==> config.mk <==
export PLATFORM = sky130hd
export DESIGN_NAME = linear_scan_register_allocator_core
export DESIGN_NICKNAME = d
export VERILOG_FILES = /design/src/hw/rtl/lsra_pkg.sv /design/src/hw/rtl/lsra_cell.sv /design/src/hw/rtl/lsra_chain.sv /design/src/hw/rtl/linear_scan_register_allocator_core.sv
export SDC_FILE = /design/constraint.sdc
export NUM_CORES = 2
export LEC_CHECK = 0
export BUFFER_PORTS_ARGS = -buffer_cell sky130_fd_sc_hd__buf_2
export CELL_PAD_IN_SITES_DETAIL_PLACEMENT = 1
export CELL_PAD_IN_SITES_GLOBAL_PLACEMENT = 1
export CORE_MARGIN = 1.5
export CORE_UTILIZATION = 25
export CTS_CLUSTER_SIZE = 20
export DETAILED_ROUTE_END_ITERATION = 16
export MAX_ROUTING_LAYER = met4
export PLACE_DENSITY = 0.46
export SKIP_CTS_REPAIR_TIMING = 1
export SYNTH_ARGS = -nofsm -noshare
export SYNTH_HDL_FRONTEND = slang
export SYNTH_SLANG_ARGS = --single-unit
export TNS_END_PERCENT = 100
==> constraint.sdc <==
create_clock -name clk -period 5.1 [get_ports clk]
set_clock_uncertainty 0.1 [all_clocks]
set_input_delay 0.255 -clock clk [delete_from_list [all_inputs] [get_ports clk]]
set_output_delay 0.255 -clock clk [all_outputs]
set_load 0.02 [all_outputs]
==> src/hw/rtl/lsra_pkg.sv <==
// Shared types and constants for the linear-scan register allocator.
// Depends on nothing; every other file in hw/rtl imports it.
package lsra_pkg;

    // Default sizes handed to the top level parameters
    localparam int ACTIVE_DEPTH_DEF = 32;
    localparam int REG_COUNT_DEF    = 16;

    // Field widths
    localparam int RESERVED_W = 16;
    localparam int SLOT_W     = 7;
    localparam int DATA_W     = 16;
    localparam int REGNUM_W   = 4;
    localparam int CFG_IDX_W  = 8;
    localparam int CFG_DATA_W = 16;

    // Register reset values
    localparam logic [RESERVED_W-1:0] RESERVED_RESET = 16'd144;
    localparam logic [SLOT_W-1:0]     SLOT_RESET     = 7'd8;

    // Register indexes on the config port
    localparam logic [CFG_IDX_W-1:0] CFG_RESERVED_MASK = 8'd0;
    localparam logic [CFG_IDX_W-1:0] CFG_SLOT_BYTES    = 8'd1;

    // Largest stack depth, one bit wider than the depth counter
    localparam logic [DATA_W:0] MAX_DEPTH_BYTES = 17'd65535;

    // Request beat
    typedef struct packed {
        logic              first_of_function;
        logic [DATA_W-1:0] local_id;
        logic [DATA_W-1:0] inst_index;
        logic [DATA_W-1:0] last_read;
    } req_t;

    // Response beat
    typedef struct packed {
        logic                in_register;
        logic [REGNUM_W-1:0] register_number;
        logic [DATA_W-1:0]   stack_offset;
        logic [DATA_W-1:0]   frame_bytes;
        logic                overflow;
    } rsp_t;

    // One active interval held in a cell
    typedef struct packed {
        logic [DATA_W-1:0] last_read;
        logic              in_reg;
        logic [DATA_W-1:0] loc;     // register number or stack offset
    } entry_t;

    // Commands from the sequencer to the row of cells
    typedef struct packed {
        logic   pop;        // drop the head, everything moves one toward it
        logic   ins;        // sorted insert of ins_entry
        entry_t ins_entry;
    } chain_ctrl_t;

endpackage

==> src/hw/rtl/lsra_cell.sv <==
// One cell of the sorted active list: holds one entry and moves it
// toward the head on a pop or toward the tail on an insert. Uses lsra_pkg.
module lsra_cell
    import lsra_pkg::*;
(
    input  logic        clk,
    input  chain_ctrl_t ctrl,
    input  logic        occ,         // this cell holds a live entry
    input  logic        left_le,     // left neighbor stays put on insert
    input  entry_t      left_entry,
    input  entry_t      right_entry,
    output entry_t      entry,
    output logic        le           // this cell stays put on insert
);

    entry_t entry_reg;
    entry_t entry_next;

    // Live entry with last use not above the new one keeps its place
    assign le = occ && (entry_reg.last_read <= ctrl.ins_entry.last_read);

    always_comb
    begin
        entry_next = entry_reg;
        if (ctrl.pop)
        begin
            entry_next = right_entry;
        end
        else if (ctrl.ins && !le)
        begin
            entry_next = left_le ? ctrl.ins_entry : left_entry;
        end
    end

    // Payload only, no reset
    always_ff @(posedge clk)
    begin
        entry_reg <= entry_next;
    end

    assign entry = entry_reg;

endmodule

==> src/hw/rtl/lsra_chain.sv <==
// Row of lsra_cell instances forming the active list sorted by last use.
// Uses lsra_pkg and lsra_cell; occupancy comes from the live count.
module lsra_chain
    import lsra_pkg::*;
#(
    parameter int ACTIVE_DEPTH = ACTIVE_DEPTH_DEF,
    parameter int CNT_W        = $clog2(ACTIVE_DEPTH + 1)
)
(
    input  logic             clk,
    input  chain_ctrl_t      ctrl,
    input  logic [CNT_W-1:0] count,
    output entry_t           head
);

    entry_t entries [ACTIVE_DEPTH];
    logic   les     [ACTIVE_DEPTH];

    genvar i;
    generate
        for (i = 0; i < ACTIVE_DEPTH; i++)
        begin : g_cell
            logic   occ;
            logic   left_le;
            entry_t left_entry;
            entry_t right_entry;

            assign occ = count > CNT_W'(i);

            // Head cell: nothing to its left, the new entry enters there
            if (i == 0)
            begin : g_head
                assign left_le    = 1'b1;
                assign left_entry = ctrl.ins_entry;
            end
            else
            begin : g_body
                assign left_le    = les[i-1];
                assign left_entry = entries[i-1];
            end

            // Tail cell: what it takes on a pop is never live
            if (i == ACTIVE_DEPTH - 1)
            begin : g_tail
                assign right_entry = ctrl.ins_entry;
            end
            else
            begin : g_inner
                assign right_entry = entries[i+1];
            end

            lsra_cell u_cell (
                .clk         (clk),
                .ctrl        (ctrl),
                .occ         (occ),
                .left_le     (left_le),
                .left_entry  (left_entry),
                .right_entry (right_entry),
                .entry       (entries[i]),
                .le          (les[i])
            );
        end
    endgenerate

    assign head = entries[0];

endmodule

==> src/hw/rtl/linear_scan_register_allocator_core.sv <==
// Linear-scan register allocator: sequencer, register pool, stack depth
// tracking and config registers around the lsra_chain row of cells.
// Uses lsra_pkg, lsra_chain.
//
//   Channel | Signals                                  | Direction
//   --------+------------------------------------------+----------
//   request | req_valid, req_ready, req (req_t)        | in
//   result  | rsp_valid, rsp_ready, rsp (rsp_t)        | out
//   config  | cfg_valid, cfg_ready, cfg_index, cfg_data| in
//
// Flow: a request is latched in S_IDLE, then S_RUN retires the active entries whose
// last use lies before its index and then allocates; the list gives up one head entry per cycle.
// A request is taken only in idle; a pending result sits in the output
// register, and the next request is taken while it waits.
// A stalled result holds the final allocate cycle until the register frees.
// Reset: registers back to defaults, active list empty, no clearing pass.
module linear_scan_register_allocator_core
    import lsra_pkg::*;
#(
    parameter int ACTIVE_DEPTH = ACTIVE_DEPTH_DEF,
    parameter int REG_COUNT    = REG_COUNT_DEF
)
(
    input  logic                  clk,
    input  logic                  rst_n,
    input  logic                  req_valid,
    output logic                  req_ready,
    input  req_t                  req,
    output logic                  rsp_valid,
    input  logic                  rsp_ready,
    output rsp_t                  rsp,
    input  logic                  cfg_valid,
    output logic                  cfg_ready,
    input  logic [CFG_IDX_W-1:0]  cfg_index,
    input  logic [CFG_DATA_W-1:0] cfg_data
);

    localparam int CNT_W = $clog2(ACTIVE_DEPTH + 1);
    localparam int RW    = $clog2(REG_COUNT);
    localparam int RNE   = (RW > REGNUM_W) ? RW : REGNUM_W;
    localparam int RM_W  = (REG_COUNT > RESERVED_W) ? REG_COUNT : RESERVED_W;

    typedef enum logic {
        S_IDLE,
        S_RUN
    } state_t;

    state_t                state_reg, state_next;
    logic [RESERVED_W-1:0] reserved_reg, reserved_next;
    logic [SLOT_W-1:0]     slot_reg, slot_next;
    logic [REG_COUNT-1:0]  free_map_reg, free_map_next;
    logic [CNT_W-1:0]      count_reg, count_next;
    logic [DATA_W-1:0]     asb_reg, asb_next;
    logic [DATA_W-1:0]     peak_reg, peak_next;
    logic [DATA_W-1:0]     idx_reg, idx_next;
    logic [DATA_W-1:0]     last_reg, last_next;
    logic                  rsp_valid_reg, rsp_valid_next;
    rsp_t                  rsp_reg, rsp_next;

    chain_ctrl_t           ctrl;
    entry_t                head;

    logic [RM_W-1:0]       rsv_ext;
    logic [REG_COUNT-1:0]  rsv_vec;
    logic [REG_COUNT-1:0]  busy;
    logic                  got_found;
    logic [RW-1:0]         got_idx;
    logic [RNE-1:0]        got_ext;
    logic [DATA_W:0]       spill_sum;
    logic [DATA_W-1:0]     slot_ext;
    logic                  list_full;
    logic                  retire_hit;
    logic                  out_free;
    logic                  alloc;

    // Reserved mask sized to the register pool
    assign rsv_ext  = RM_W'(reserved_reg);
    assign rsv_vec  = rsv_ext[REG_COUNT-1:0];
    assign busy     = free_map_reg | rsv_vec;
    assign slot_ext = DATA_W'(slot_reg);

    // Lowest register neither taken nor reserved
    always_comb
    begin
        got_found = 1'b0;
        got_idx   = '0;
        for (int r = REG_COUNT - 1; r >= 0; r--)
        begin
            if (!busy[r])
            begin
                got_found = 1'b1;
                got_idx   = RW'(r);
            end
        end
    end

    assign got_ext    = RNE'(got_idx);
    assign spill_sum  = {1'b0, asb_reg} + {1'b0, slot_ext};
    assign list_full  = (count_reg == CNT_W'(ACTIVE_DEPTH));
    assign retire_hit = (state_reg == S_RUN) && (count_reg != '0)
                        && (head.last_read < idx_reg);
    assign out_free   = !rsp_valid_reg || rsp_ready;
    assign alloc      = (state_reg == S_RUN) && !retire_hit && out_free;

    // Sequencer, pool and depth update
    always_comb
    begin
        state_next     = state_reg;
        reserved_next  = reserved_reg;
        slot_next      = slot_reg;
        free_map_next  = free_map_reg;
        count_next     = count_reg;
        asb_next       = asb_reg;
        peak_next      = peak_reg;
        idx_next       = idx_reg;
        last_next      = last_reg;
        rsp_valid_next = rsp_valid_reg && !rsp_ready;
        rsp_next       = rsp_reg;

        ctrl.pop       = 1'b0;
        ctrl.ins       = 1'b0;
        ctrl.ins_entry = '{last_read: last_reg, in_reg: got_found,
                           loc: got_found ? DATA_W'(got_idx) : spill_sum[DATA_W-1:0]};

        // Config writes
        if (cfg_valid)
        begin
            unique case (cfg_index)
                CFG_RESERVED_MASK: reserved_next = cfg_data[RESERVED_W-1:0];
                CFG_SLOT_BYTES:    slot_next     = cfg_data[SLOT_W-1:0];
                default:           ;
            endcase
        end

        unique case (state_reg)
            S_IDLE:
            begin
                if (req_valid)
                begin
                    idx_next   = req.inst_index;
                    last_next  = req.last_read;
                    state_next = S_RUN;
                    if (req.first_of_function)
                    begin
                        free_map_next = rsv_vec;
                        count_next    = '0;
                        asb_next      = '0;
                        peak_next     = '0;
                    end
                end
            end

            S_RUN:
            begin
                if (retire_hit)
                begin
                    // Retire the head entry
                    ctrl.pop   = 1'b1;
                    count_next = count_reg - CNT_W'(1);
                    if (head.in_reg)
                    begin
                        free_map_next = free_map_reg
                            & ~(REG_COUNT'(1) << head.loc[RW-1:0]);
                    end
                    else if (asb_reg >= slot_ext)
                    begin
                        asb_next = asb_reg - slot_ext;
                    end
                    else
                    begin
                        asb_next = '0;
                    end
                end
                else if (alloc)
                begin
                    rsp_next.in_register     = 1'b0;
                    rsp_next.register_number = '0;
                    rsp_next.stack_offset    = '0;
                    rsp_next.overflow        = 1'b0;
                    rsp_next.frame_bytes     = peak_reg;
                    if (list_full)
                    begin
                        rsp_next.overflow = 1'b1;
                    end
                    else if (got_found)
                    begin
                        free_map_next = free_map_reg | (REG_COUNT'(1) << got_idx);
                        count_next    = count_reg + CNT_W'(1);
                        ctrl.ins      = 1'b1;
                        rsp_next.in_register     = 1'b1;
                        rsp_next.register_number = got_ext[REGNUM_W-1:0];
                    end
                    else if (spill_sum > MAX_DEPTH_BYTES)
                    begin
                        rsp_next.overflow = 1'b1;
                    end
                    else
                    begin
                        asb_next   = spill_sum[DATA_W-1:0];
                        count_next = count_reg + CNT_W'(1);
                        ctrl.ins   = 1'b1;
                        if (spill_sum[DATA_W-1:0] > peak_reg)
                        begin
                            peak_next            = spill_sum[DATA_W-1:0];
                            rsp_next.frame_bytes = spill_sum[DATA_W-1:0];
                        end
                        rsp_next.stack_offset = spill_sum[DATA_W-1:0];
                    end
                    rsp_valid_next = 1'b1;
                    state_next     = S_IDLE;
                end
            end

            default: state_next = S_IDLE;
        endcase
    end

    // Control state and registered outputs
    always_ff @(posedge clk or negedge rst_n)
    begin
        if (!rst_n)
        begin
            state_reg     <= S_IDLE;
            reserved_reg  <= RESERVED_RESET;
            slot_reg      <= SLOT_RESET;
            free_map_reg  <= REG_COUNT'(RM_W'(RESERVED_RESET));
            count_reg     <= '0;
            asb_reg       <= '0;
            peak_reg      <= '0;
            rsp_valid_reg <= 1'b0;
            rsp_reg       <= '0;
        end
        else
        begin
            state_reg     <= state_next;
            reserved_reg  <= reserved_next;
            slot_reg      <= slot_next;
            free_map_reg  <= free_map_next;
            count_reg     <= count_next;
            asb_reg       <= asb_next;
            peak_reg      <= peak_next;
            rsp_valid_reg <= rsp_valid_next;
            rsp_reg       <= rsp_next;
        end
    end

    // Request fields
    always_ff @(posedge clk)
    begin
        idx_reg  <= idx_next;
        last_reg <= last_next;
    end

    lsra_chain #(
        .ACTIVE_DEPTH (ACTIVE_DEPTH),
        .CNT_W        (CNT_W)
    ) u_chain (
        .clk   (clk),
        .ctrl  (ctrl),
        .count (count_reg),
        .head  (head)
    );

    assign req_ready = (state_reg == S_IDLE);
    assign cfg_ready = 1'b1;
    assign rsp_valid = rsp_valid_reg;
    assign rsp       = rsp_reg;

endmodule

## After elaboration in Yosys (flattened, before gate mapping)

Index checks and enable logic that the tools add are counted.

| storage, ports and cells | value |
|---|---|
| bits in registers | 1205 |
| bits of input ports | 78 |
| output and inout port bits | 41 |
| logic and storage cells | 536 |

| operators by class | value |
|---|---|
| add/sub/neg operators | 4 |
| order comparisons | 68 |
| eq/ne operators | 17 |
| shift-type cells | 2 |
| muxes and demuxes | 181 |
| bitwise logic cells | 6 |
| reductions and logical operators | 147 |

Operators by type and width:

| cell | number |
|---|---|
| $mux W33 | 96 |
| $le A16 B16 Y1 | 32 |
| $mux W16 | 23 |
| $gt A6 B5 Y1 const B | 16 |
| $pmux W16 S2 | 3 |
| $logic_and A1 B1 Y1 | 69 |
| $mux W4 | 16 |
| $reduce_bool A2 Y1 | 32 |
| $gt A6 B4 Y1 const B | 8 |
| $mux W6 | 7 |
| $mux W37 | 1 |
| $logic_not A1 Y1 | 35 |
| $mux W32 | 1 |
| $or A16 B16 Y16 | 2 |
| $shl A1 B4 Y16 const A | 2 |
| $mux W1 | 30 |
| $gt A6 B3 Y1 const B | 4 |
| $add A16 B7 Y17 | 1 |
| $gt A17 B16 Y1 const B | 1 |
| $and A16 B16 Y16 | 1 |
| $ge A16 B7 Y1 | 1 |
| $gt A16 B16 Y1 | 1 |
| $lt A16 B16 Y1 | 1 |
| $not A16 Y16 | 1 |
| other kinds (26) | 41 |

## Depth between registers and ports, before layout

| depth | value |
|---|---|
| depth in word-level cells | 25 |
| depth in mapped cells | 19 |
| mapped depth without buffers | 17 |

## Hierarchy

Synthesis repeated with hierarchy kept, for this count alone.

| second synthesis, totals | value |
|---|---|
| cell total of the unflattened synthesis | 7393 |
| area, all modules | 76091.7 µm² |

By module, submodules not included:

| module | instances | cells an instance | area each (µm²) | sequential area each (µm²) |
|---|---|---|---|---|
| lsra_cell (u_chain.g_cell[0].u_cell ...) | 26 | 201 | 2095.8 | 991.0 |
| lsra_cell (u_chain.g_cell[4].u_cell ...) | 6 | 201 | 2087.0 | 991.0 |
| linear_scan_register_allocator_core | 1 | 899 | 8738.4 | 3895.0 |
| lsra_chain | 1 | 62 | 341.6 | 0.0 |

## Least setup slack after synthesis

No wires, ideal clock.

| path | value |
|---|---|
| kind | reg2reg |
| start point | register last_reg[12] |
| end point | register u_chain.g_cell[15].u_cell.entry_reg, in the netlist u_chain.g_cell[15].u_cell.entry[0] (enable) |
| library setup time | 0.428 ns |
| arrival | 4.084 ns |
| required time | 4.572 ns |
| slack | 0.488 ns |
| stages on the path, launching flop included | 10 |
| buffers on the path | 2 |
| clock period less this slack | 4.612 ns |
| path through | edfxtp_1 inv_1 ha_1 nand3_1 nor4_1 a2111oi_0 a32o_1 clkbuf_1 clkbuf_1 o21ai_0 |

| on the way | value |
|---|---|
| longest elaborated chain between the ends | 5 |

RTL lines:

| item | line | RTL |
|---|---|---|
| start, declared | linear_scan_register_allocator_core.sv:56 | `logic [DATA_W-1:0] last_reg, last_next;` |
| start signal, assigned | linear_scan_register_allocator_core.sv:251 | `last_reg <= last_next;` |
| $le A16 B16 Y1 | lsra_cell.sv:20 | `assign le = occ && (entry_reg.last_read <= ctrl.ins_entry.last_read);` |
| $logic_and A1 B1 Y1 | lsra_cell.sv:20 |  |
| $logic_not A1 Y1 | lsra_cell.sv:29 | `else if (ctrl.ins && !le)` |
| $logic_and A1 B1 Y1 | lsra_cell.sv:29 |  |
| $reduce_bool A2 Y1 (no source line) | n/a |  |
| end signal, assigned | lsra_cell.sv:38 | `entry_reg <= entry_next;` |
| end, declared | lsra_cell.sv:16 | `entry_t entry_reg;` |

No other way between the ends.
A chain may end at the register's enable or synchronous reset.

## Worst setup path in the final report

| path | value |
|---|---|
| start point | register count_reg[0] |
| end point | register u_chain.g_cell[13].u_cell.entry_reg, in the netlist u_chain.g_cell[13].u_cell.entry[3] (enable) |

| on the way | value |
|---|---|
| longest elaborated chain between the ends | 11 |
| elaborated cells between the ends (all ways) | 17 |
| those cells by class | 1 x order compare; 1 x eq/ne; 5 x mux; 10 x reduce/logical |

RTL lines:

| item | line | RTL |
|---|---|---|
| start, declared | linear_scan_register_allocator_core.sv:52 | `logic [CNT_W-1:0] count_reg, count_next;` |
| start signal, assigned | linear_scan_register_allocator_core.sv:239 | `count_reg <= count_next;` |
| $reduce_bool A6 Y1 | linear_scan_register_allocator_core.sv:100 | `assign retire_hit = (state_reg == S_RUN) && (count_reg != '0)` |
| $logic_and A1 B1 Y1 | linear_scan_register_allocator_core.sv:100 |  |
| $logic_and A1 B1 Y1 | linear_scan_register_allocator_core.sv:101 | `&& (head.last_read < idx_reg);` |
| $logic_not A1 Y1 | linear_scan_register_allocator_core.sv:103 | `assign alloc = (state_reg == S_RUN) && !retire_hit && out_free;` |
| $logic_and A1 B1 Y1 (2 in a row) | linear_scan_register_allocator_core.sv:103 |  |
| $mux W1 | linear_scan_register_allocator_core.sv:174 | `else if (alloc)` |
| $mux W1 | linear_scan_register_allocator_core.sv:155 | `if (retire_hit)` |
| $mux W2 | linear_scan_register_allocator_core.sv:135 | `unique case (state_reg)` |
| $logic_and A1 B1 Y1 | lsra_cell.sv:29 |  |
| $reduce_bool A2 Y1 (no source line) * | n/a |  |
| end signal, assigned | lsra_cell.sv:38 |  |
| end, declared | lsra_cell.sv:16 |  |

Every way passes the cells marked *; elsewhere a longest branch is shown, timed or not.

==> results.toml <==
[final_layout]
post_route_cells_drive_above_1_share_pct = 11.86
final_cells = 8524
layout.cells.most_common_list = "nand2_1, edfxtp_1, ha_1"
area_delta_synth_final_pct = 17.22
final_common_cell = "nand2_1"
largest_register_ff_count = 672
nets = 6214

[status]
failed_checks = "negative hold slack, max-capacitance violations, max-slew violations"
status = "complete, but fails checks"

[grt]
global_route_wire_length_before_repair_um = 366600
grtUsageTotal_pct = 23.41
grt_max_degree = 145
number_of_antenna_violations_at_the_first_check_in_global_routing = 21
first_global_vias = 48160
grt.overflow.total = 0

[detailed_routing]
drc = 0
avgRoutedWirePerCell_um = 30.24
vias_per_cell = 5.537
drt-pass1-iter-count = 5
initialDrtViolationCount = 4193
route.antenna.remaining_nets = 0
routed-via-count = 47200
wirelength_um = 257700

[setup_path]
worstPathRequired_ps = 5370
timing.rr.start = "count_reg[0]"
critPathLaunchType = "flop"
r2r_setup_slack_ps = 520
worst_setup_path_end_kind = "flop"
worstPathMaxFanout = 21
arrival_ps = 4850
timing.reg2reg.worst_path_depth = 9
path_class = "reg2reg"
critical_path.reg2reg.endpoint = "u_chain.g_cell[13].u_cell.entry[3]"

[clocking]
clock_pin_slew_of_the_registers_on_the_worst_case_setup_and_hold_paths_ps = 60
clk-insertion-delay-late_ps = 770
cts_tree = "built"
numClockSinks = 821
htree_num_levels = 3
ctsRootBufferMaster = "clkbuf_16"
cts.path.max_buffers = 3
total_clock_buffers_created_by_cts = 107

[worst_hold_path]
worst_hold_path_type = "in2reg"
hold_start = "cfg_index[6]"
worst_hold_path.endpoint = "reserved_reg[6]"
hold_critical_path_depth = 5

[floorplanning]
fp.coreArea_mm2 = 0.2167
start_util_pct = 25.10
placementRows = 171
die_y_um = 469.5
io_pins = 119
fp.dieArea_mm2 = 0.2204
die_x_um = 469.5

[sta]
post-route-period-util_pct = 89.77
rsz_0062_raised_after_global_routing = "false"
final-hold-violation-count = 6
fin_worst_hold_slack_ps = -18.32
maxSlewHeadroom_pct = -0.8601
finalWorstPathRequiredPeriod_ps = 4578
slew_violations = 6
tightestPinTransition_ps = 1507
maxClockFrequency_mhz = 218.4
tns_ps = 0
finalSetupViolations = 0
final_critical_path_setup_slack_ps = 521.7

[logic_synthesis]
synth_top_flop_cell = "edfxtp_1"
synthMuxAreaShare_pct = 4.577
post_synth_instance_area_mm2 = 0.05441
synthDominantAreaCellType = "edfxtp_1"
synth_top_cell_area_share_pct = 38.86
synth_area_per_cell_um2 = 10.00
proportion_of_register_bits_with_asynchronous_set_or_reset_after_synthesis_pct = 14.25
synth-edff-count = 704
synth-seq-cells = 821
compound_gate_fraction_of_synth_area_pct = 20.45
netlist-cell-type-count = 88
yosys_warnings = 0
synth_top_family_by_area = "compound AO/OA/AOI/OAI gates"
synth_xor_area_share_pct = 0.2898
fraction_of_the_mapped_netlist_area_in_adder_cells_pct = 12.95
netlist_instances = 5438
synth_nets = 6078
synth_sequential_area_ratio_pct = 44.25
ys_top_cells_by_area = "edfxtp_1, ha_1, a221o_1"
synth_simple_gate_area_share_pct = 13.47

[placed_design]
preCtsSetupSlack_ps = 508.9
place_hpwl_um = 185300
gpl.final_weighted_congestion = 0.8832
port-buffer-count = 101
numPlacedInstances = 8255

[run]
max_cap_viol_count = 1
## area by class of cell
type / instances / area (um^2)
fill: 24400 / 153000
multi-input combinational: 4069 / 28630
sequential: 821 / 24080
tap: 2854 / 3571
timing repair buffer: 417 / 3532
clock buffer: 136 / 2869
inverter: 158 / 593.1
clock inverter: 58 / 474.2
antenna: 11 / 27.53
## worst max-delay path, cell delays in order (launching register included)
cell and delay, ps:
dfrtp_1 430, inv_1 130, ha_1 180, or3b_2 500
nor2_1 350, a2111o_1 270, o31ai_2 110, or4b_2 640
buf_4 360, o21ai_2 1050
## cells by family after synthesis
| logic type | count (synthesis) |
|---|---|
| xor gates and xnor gates | 18 |
| other | 1 |
| muxes | 244 |
| DFF | 821 |
| adders and majority gates | 562 |
| buffers and inverters | 548 |
| and+or+nand+nor | 1666 |
| AOI/OAI and AO/OA | 1578 |
## cells in the mapped netlist, drive strengths merged, types with 38 or more instances
cell type,number
nand3,115
edfxtp,704
o21ai,363
nand4,105
nor3,79
dfrtp,112
mux2i,206
mux2,38
a21o,58
ha,560
nor2,372
nand2,807
nand2b,38
clkbuf,284
inv,158
a221o,328
o21a,42
a21oi,357
o211ai,126
buf,106
## stage by stage
stage / cell area (um^2) / util (%)
detailed placement: 59760 / 27.57
global placement: 59760 / 27.57
finish: 63770 / 29.42
CTS: 63110 / 29.12
global route: 63760 / 29.42
floorplan: 54410 / -
## worst max-delay path by stage
stage,from,endpoint,cells past startpoint
2_1_floorplan,last_reg[12],u_chain.g_cell[15].u_cell.entry[0],9
3_3_place_gp,slot_reg[0],peak_reg[15],18
3_5_place_dp,slot_reg[0],peak_reg[14],17
4_1_cts,count_reg[0],u_chain.g_cell[13].u_cell.entry[3],9
5_1_grt,slot_reg[0],peak_reg[4],19
6_report,count_reg[0],u_chain.g_cell[13].u_cell.entry[3],9
## routing by layer
layer  vias to the layer above  part of all wire, %  GRT usage [%]
met2                      1308                   45          36.37
met3                       285                  4.7          2.916
met1                     24410                   47          32.03
met4                         0                  2.9          6.169
li1                      21200                    -              -
met5                         -                    0              -
Power is not shown: default switching activity piles up to over one toggle a cycle in this logic, so the estimate is an artifact.
